File: src/rtl/csv_pkg.sv
// Package for the slider-crank cylinder volume unit.
// Widths, register indexes, stage payload types and the CORDIC arctangent table.
// No dependencies.
package csv_pkg;

  localparam int ANGLE_BITS      = 16;
  localparam int TRIG_ITERATIONS = 18;

  localparam int XY_W   = 33;
  localparam int Z_W    = 34;
  localparam int DEFP_W = 58;
  localparam int DEF_W  = 34;
  localparam int RC_W   = 30;
  localparam int ARG_W  = 56;
  localparam int ROOT_W = ARG_W / 2;
  localparam int REM_W  = ROOT_W + 2;

  localparam logic signed [XY_W-1:0] CORDIC_ONE_K = XY_W'(652032874);

  typedef enum logic [2:0] {
    REG_CRANK_RADIUS     = 3'd0,
    REG_ROD_LENGTH       = 3'd1,
    REG_PIN_OFFSET       = 3'd2,
    REG_ANGLE_OFFSET     = 3'd3,
    REG_MAX_DISTANCE     = 3'd4,
    REG_PISTON_AREA      = 3'd5,
    REG_CLEARANCE_VOLUME = 3'd6,
    REG_PRESSURE_GAIN    = 3'd7
  } csv_reg_t;

  typedef struct packed {
    logic signed [RC_W-1:0] rc8;
    logic [DEF_W-1:0]       def8;
    logic                   err;
  } csv_sside_t;

  function automatic logic [31:0] atan_turn(input int unsigned i);
    logic [31:0] v;
    case (i)
      0:  v = 32'd536870912;
      1:  v = 32'd316933406;
      2:  v = 32'd167458907;
      3:  v = 32'd85004756;
      4:  v = 32'd42667331;
      5:  v = 32'd21354465;
      6:  v = 32'd10679838;
      7:  v = 32'd5340245;
      8:  v = 32'd2670163;
      9:  v = 32'd1335087;
      10: v = 32'd667544;
      11: v = 32'd333772;
      12: v = 32'd166886;
      13: v = 32'd83443;
      14: v = 32'd41722;
      15: v = 32'd20861;
      16: v = 32'd10430;
      17: v = 32'd5215;
      18: v = 32'd2608;
      19: v = 32'd1304;
      20: v = 32'd652;
      21: v = 32'd326;
      22: v = 32'd163;
      23: v = 32'd81;
      24: v = 32'd41;
      25: v = 32'd20;
      26: v = 32'd10;
      27: v = 32'd5;
      28: v = 32'd3;
      29: v = 32'd1;
      30: v = 32'd1;
      default: v = 32'd0;
    endcase
    return v;
  endfunction

endpackage

File: src/rtl/csv_isqrt.sv
// Pipelined integer square root, one result bit per register stage.
// Floor root of an unsigned argument; carries a side payload. Depends on csv_pkg.
module csv_isqrt (
  input  logic                       clk,
  input  logic                       rst_n,
  input  logic                       en,
  input  logic                       in_valid,
  input  logic [csv_pkg::ARG_W-1:0]  in_arg,
  input  csv_pkg::csv_sside_t        in_side,
  output logic                       out_valid,
  output logic [csv_pkg::ROOT_W-1:0] out_root,
  output csv_pkg::csv_sside_t        out_side
);
  import csv_pkg::*;

  logic               v_w    [ROOT_W+1];
  logic [ARG_W-1:0]   a_w    [ROOT_W+1];
  logic [REM_W-1:0]   rem_w  [ROOT_W+1];
  logic [ROOT_W-1:0]  root_w [ROOT_W+1];
  csv_sside_t         side_w [ROOT_W+1];

  assign v_w[0]    = in_valid;
  assign a_w[0]    = in_arg;
  assign rem_w[0]  = '0;
  assign root_w[0] = '0;
  assign side_w[0] = in_side;

  for (genvar k = 0; k < ROOT_W; k++) begin : g_stage
    logic              v_r;
    logic [ARG_W-1:0]  a_r;
    logic [REM_W-1:0]  rem_r;
    logic [ROOT_W-1:0] root_r;
    csv_sside_t        side_r;
    logic [REM_W-1:0]  rem_sh, trial;

    assign rem_sh = {rem_w[k][REM_W-3:0], a_w[k][ARG_W-1 -: 2]};
    assign trial  = {root_w[k], 2'b01};

    always_ff @(posedge clk) begin
      if (!rst_n) begin
        v_r <= 1'b0;
      end else if (en) begin
        v_r <= v_w[k];
      end
    end

    always_ff @(posedge clk) begin
      if (en) begin
        a_r    <= a_w[k] << 2;
        side_r <= side_w[k];
        if (rem_sh >= trial) begin
          rem_r  <= rem_sh - trial;
          root_r <= {root_w[k][ROOT_W-2:0], 1'b1};
        end else begin
          rem_r  <= rem_sh;
          root_r <= {root_w[k][ROOT_W-2:0], 1'b0};
        end
      end
    end

    assign v_w[k+1]    = v_r;
    assign a_w[k+1]    = a_r;
    assign rem_w[k+1]  = rem_r;
    assign root_w[k+1] = root_r;
    assign side_w[k+1] = side_r;
  end

  assign out_valid = v_w[ROOT_W];
  assign out_root  = root_w[ROOT_W];
  assign out_side  = side_w[ROOT_W];

endmodule

File: config.mk
export PLATFORM = sky130hd
export DESIGN_NAME = csv_isqrt
export DESIGN_NICKNAME = d
export VERILOG_FILES = /design/src/rtl/csv_pkg.sv /design/src/rtl/csv_isqrt.sv
export SDC_FILE = /design/constraint.sdc
export NUM_CORES = 2
export LEC_CHECK = 0
export ABC_AREA = 1
export BUFFER_PORTS_ARGS = -buffer_cell sky130_fd_sc_hd__buf_2
export CAP_MARGIN = 20
export CORE_MARGIN = 2
export CORE_UTILIZATION = 30
export CTS_CLUSTER_DIAMETER = 120
export DETAILED_ROUTE_END_ITERATION = 8
export PLACE_DENSITY = 0.48
export SETUP_SLACK_MARGIN = 0.15
export SYNTH_ARGS = -nofsm -noshare
export SYNTH_HDL_FRONTEND = slang
export SYNTH_SLANG_ARGS = --single-unit
File: constraint.sdc
create_clock -name clk -period 3.5 [get_ports clk]
set_input_delay 0.175 -clock clk [delete_from_list [all_inputs] [get_ports clk]]
set_output_delay 0.175 -clock clk [all_outputs]
set_load 0.02 [all_outputs]
Word level (Yosys, flattened, before mapping)
Index checks and enable logic that the tools add are counted. W data, S select, Z words.

Word-level logic and storage cells: 305. Bits in registers: 3741. Output and inout bits: 94.

Order comparisons: 28. Multiplexer cells: 55. Add/subtract/negate cells: 27.

Operators by type and width (number): $mux W28 (26); $ge A30 B10 Y1 (1); $ge A30 B11 Y1 (1); $ge A30 B12 Y1 (1); $ge A30 B13 Y1 (1); $ge A30 B14 Y1 (1); $ge A30 B15 Y1 (1); $ge A30 B16 Y1 (1); $ge A30 B17 Y1 (1); $ge A30 B18 Y1 (1); $ge A30 B19 Y1 (1); $ge A30 B20 Y1 (1); $ge A30 B21 Y1 (1); $ge A30 B22 Y1 (1); $ge A30 B23 Y1 (1); $ge A30 B24 Y1 (1); $ge A30 B25 Y1 (1); $ge A30 B26 Y1 (1); $ge A30 B27 Y1 (1); $ge A30 B28 Y1 (1); $ge A30 B29 Y1 (1); $ge A30 B3 Y1 (1); $ge A30 B4 Y1 (1); $ge A30 B5 Y1 (1); other kinds (34) (61).

Logic depth before layout (Yosys ltp)
Depth after elaboration: 2. Mapped depth: 16.

Least setup slack after synthesis
Ideal clock, no wire load.

Path type: register to register. Start: register g_stage[1].rem_r[1]. End: register g_stage[2].rem_r[20] (data pin). Arrival: 2.177 ns. Path slack: 1.054 ns. Path buffers: 1. Required time: 3.231 ns. Period minus slack after synthesis: 2.446 ns. Cell stages (with the launch flop): 12. Cells stage by stage: edfxtp_1 -> ha_1 -> nand2_1 -> nor2_1 -> a211oi_1 -> nand2_1 -> inv_1 -> ha_1 -> nand2_2 -> inv_1 -> clkbuf_1 -> o21ai_0.

Longest elaborated chain between the ends: 2.

RTL lines: from (decl) (line csv_isqrt.sv:31) `logic [REM_W-1:0] rem_r;`; from (signal assigned) (line csv_isqrt.sv:52) `rem_r <= rem_sh - trial;`; from (signal assigned) (line csv_isqrt.sv:55) `rem_r <= rem_sh;`; $sub A28 B4 Y28 / $ge A30 B4 Y1 (equally long branches) (line csv_isqrt.sv:52, csv_isqrt.sv:51); $mux W28 * (line csv_isqrt.sv:51) `if (rem_sh >= trial) begin`; to (signal assigned) (line csv_isqrt.sv:52); to (signal assigned) (line csv_isqrt.sv:55); to (decl) (line csv_isqrt.sv:31).

Mark *: on every way between the ends. The rest lies on a longest branch, timed or not. A chain may end at the register's enable or synchronous reset.

Final worst setup path
Start: register g_stage[21].root_r[0]. End: register g_stage[22].rem_r[3] (data pin).

Longest elaborated chain between the ends: 2.

RTL lines: from (decl) (line csv_isqrt.sv:32) `logic [ROOT_W-1:0] root_r;`; from (signal assigned) (line csv_isqrt.sv:53) `root_r <= {root_w[k][ROOT_W-2:0], 1'b1};`; from (signal assigned) (line csv_isqrt.sv:56) `root_r <= {root_w[k][ROOT_W-2:0], 1'b0};`; $sub A28 B24 Y28 / $ge A30 B24 Y1 (equally long branches) (line csv_isqrt.sv:52, csv_isqrt.sv:51); $mux W28 * (line csv_isqrt.sv:51); to (signal assigned) (line csv_isqrt.sv:52); to (signal assigned) (line csv_isqrt.sv:55); to (decl) (line csv_isqrt.sv:31).

Marks and branches as above.

==> parameters.txt <==
Parameter                              Value

Run status
  Outcome    completed

Routing
  Drc violations    0
  Final routed wire length divided by cell count    16.8 µm
  Drt first pass iters    8
  Final wirelength    361000 µm
  Via-to-Cell Ratio    4.32
  Number of nets with antenna violations after detailed routing    0
  Number of design-rule violations left by the first detailed-router iteration    6829
  Overall via count from detail_route    92839

GRT
  Antenna violations before repair    4
  Remaining global-route overflow    0
  Global-route wire length before repair    548000 µm
  Global Route Usage Sum    13.3%
  Maximum number of pins on one net before global-route repair    118
  Number of global-route vias before repair    91528

Die
  Vertical die dimension    728 µm
  I/O pin count    219
  Core region area    0.522 mm²
  Die Footprint    0.530 mm²
  Horizontal extent of the die    728 µm
  Starting Density    30.2%
  Row count    265

Layout
  Area Growth Syn to Fin    16.7%
  Post-Route Utilization    35.2%
  Fraction of layout cells with a size suffix above 1    8.63%
  # nets final    14763
  FILL cells    51397

CTS
  Clock insertion delay at the later pin of the skew report    1.01 ns
  Total clock buffers created by CTS    414
  TritonCTS clock tree    yes
  Maximum clock insertion buffer count    4
  Reg clk slew, reported paths    0.06 ns
  Clock root buffer    clkbuf_16
  Post-CTS Setup Inserts    0
  Clk sink count    3714
  Maximum level of the CTS H-tree    5

Timing
  Fraction of the cycle the final worst path needs    87.8%
  Slew at the pin closest to its max-slew limit    0.891 ns
  Worst Hold Margin    0.196 ns
  Highest achievable clock rate    325 MHz
  Remaining max-slew budget at the tightest pin    40.6%
  Shortest clock period the worst path allows after layout    3.07 ns
  Number of max-slew violations in the final report    0
  Hold Vio Cnt, Final    0
  Accumulated negative setup slack    0 ns
  Number of failing setup endpoints in the final timing report    0
  Unrepaired setup endpoints after global routing    no
  Post-route clock skew    0.0870 ns

Pwr
  Switching power total    31.5 mW
  Logic gate share of total power    14.3%
  Internal power of the cells    82.7 mW
  Clock group share of total power    36.8%
  Maximum ir drop on the vdd rail    0.000613 V
  Leakage    74.0 nW
  Power density over the cells    622 mW/mm²
  Switch share    27.6%
  Relative contribution of sequential cells to total power    48.9%

Worst hold path
  HP Class    in2reg

Logic synthesis
  Synth top area share    70.4%
  Number of flops mapped to enable cells by yosys    3686
  Register area share after synthesis    70.7%
  YS warnings    0
  Synth Instances    13292
  Distinct cells, synth    52
  Top area cells in the synthesized netlist    edfxtp_1 (70%), nand2_1 (8.8%), inv_1 (4.5%)
  Synthesized area per cell    11.8 µm²
  FFs w/ async S/R, synth    0%
  Flip-flop cell with the highest count after synthesis    edfxtp_1
  Library cell with the largest summed area after synthesis    edfxtp_1
  Combined area of all synthesized cells    0.157 mm²
  #FFs+latches synth    3714
  Net count of the mapped netlist    13853

Worst setup path
  CP startpoint kind    register
  Worst Path Required    4.19 ns
  Critical Path Sink Type    register
  Largest fanout on the critical path    37
  Critical path class    reg2reg
  Critical path arrival    3.76 ns

Flow run
  Number of max-cap violations    0

Placement
  Port Buffer Count    218
  HPWL after detailed placement    260000 µm
  Weighted congestion reported at the end of routability-driven placement    0.896
## layer usage
layer	GRT usage (%)	part of all wire, %	up-vias
li1	-	-	46690
met1	17.7	45	43896
met2	22.1	47	1647
met3	1.93	4.3	606
met4	4.60	3.5	0
met5	0	0	-
## what timing repair did
item	in CTS	in global routing
endpoints found under the hold margin	318	0
resized for setup	0	0
hold buffers	249	0
## path summary, 6_finish.rpt
kind / slack [ns] / end / depth (start not counted) / from
max: 0.43 / g_stage[22].rem_r[3]$_DFFE_PP_ / 12 / g_stage[21].root_r[0]$_DFFE_PP_
min: 0.20 / out_valid$_SDFFE_PN0P_ / 4 / rst_n
max reg2reg: 0.43 / g_stage[22].rem_r[3]$_DFFE_PP_ / 12 / g_stage[21].root_r[0]$_DFFE_PP_
min reg2reg: 0.33 / g_stage[22].side_r[60]$_DFFE_PP_ / 0 / g_stage[21].side_r[60]$_DFFE_PP_
## layout make-up
cell class | count | area, µm² | share of cell area, %
sequential | 3714 | 111000 | 60.6
multi-input combinational | 7542 | 37900 | 20.7
clock buffer | 520 | 10800 | 5.90
tap | 6942 | 8690 | 4.73
inverter | 1925 | 7250 | 3.95
timing repair buffer | 605 | 5180 | 2.82
clock inverter | 250 | 2500 | 1.36
antenna | 4 | 10.0 | 0.00545
## per-stage QoR
step	setup slack, ns	instance area [µm²]	std cells	total power, mW
2_1_floorplan	1.05	157000	13292	66.3
3_3_place_gp	0.335	168000	20479	73.0
3_5_place_dp	0.396	168000	20479	73.0
4_1_cts	0.385	184000	21498	116
5_1_grt	0.208	184000	21499	120
6_report	0.426	184000	21502	114
## power groups by stage
stage	registers (mW)	clock network, mW	logic, mW
global placement	56.9	0	16.1
finish	55.8	42.0	16.3
detailed placement	56.9	0	16.1
global route	56.2	45.5	18.6
floorplan	55.5	0	10.8
CTS	56.0	43.8	16.4
## layout by cell type (no fill, tap or decap), types with 42 or more instances in the layout
cell              n
edfxtp_1       3686
ha_1            436
dlygate4sd3_1   249
xnor2_1          94
a21oi_1         396
nor2_2           42
clkbuf_16       416
o21ai_0         270
a21oi_2         103
xor2_1          208
buf_2           217
nand3b_1        108
nand2_1        3705
buf_12           45
clkinv_2         69
buf_4            94
inv_1          1890
nor3_1          105
clkinv_1         82
nor2_1          956
nand4_1         171
nand3_1         656
clkbuf_1        101
## cells in the mapped netlist (3+ instances only)
cell type and count:
nand2_1 3705, edfxtp_1 3686, inv_1 1890, nor2_1 956
nand3_1 656, ha_1 436, a21oi_1 396, o21ai_0 270
xor2_1 208, nand4_1 171, nand3b_1 108, nor3_1 105
a21oi_2 103, xnor2_1 94, nor2_2 42, buf_6 41
o21ai_1 34, o21ai_2 34, buf_4 33, nand2_2 32
dfxtp_1 28, o21bai_1 27, and2_1 24, buf_2 24
or2_2 24, inv_2 22, and3_1 17, nand2_4 14
nand3_2 14, nor4_1 13, inv_4 10, clkbuf_1 9
a21o_1 8, o21a_1 8, nor3_2 7, nor3b_1 7
nor2_4 6, o211ai_1 5, nand2b_1 4, a21boi_0 3
clkinv_1 3
## worst max-delay path, cell delays in order (launching register included)
cell      delay (ns)
edfxtp_1        0.62
inv_1           0.09
ha_1            0.40
nand2_1         0.07
inv_1           0.09
nand3_1         0.08
nand3_1         0.17
nand3_1         0.09
nand2_1         0.12
nand2_1         0.10
nand2_4         0.26
inv_4           0.25
o21ai_2         0.45
## state kept, by name (all words and copies together), names as in the netlist
| register | cells |
|---|---|
| g_stage.a_r | 756 |
| g_stage.rem_r | 704 |
| g_stage.root_r | 378 |
| g_stage.side_r | 1755 |
| g_stage.v_r | 27 |
| out_root | 28 |
| out_side | 65 |
| out_valid | 1 |
## cells by family after synthesis
kind of cell,synth area share [%]
AO/OA/AOI/OAI,3.27
AND/OR/NAND/NOR,15.7
buffers and inverters,5.18
other,0.00238
flip-flops,70.7
adder cells (fa/ha/maj),3.47
XOR/XNOR,1.68
Power figures use the tool's default switching activity.
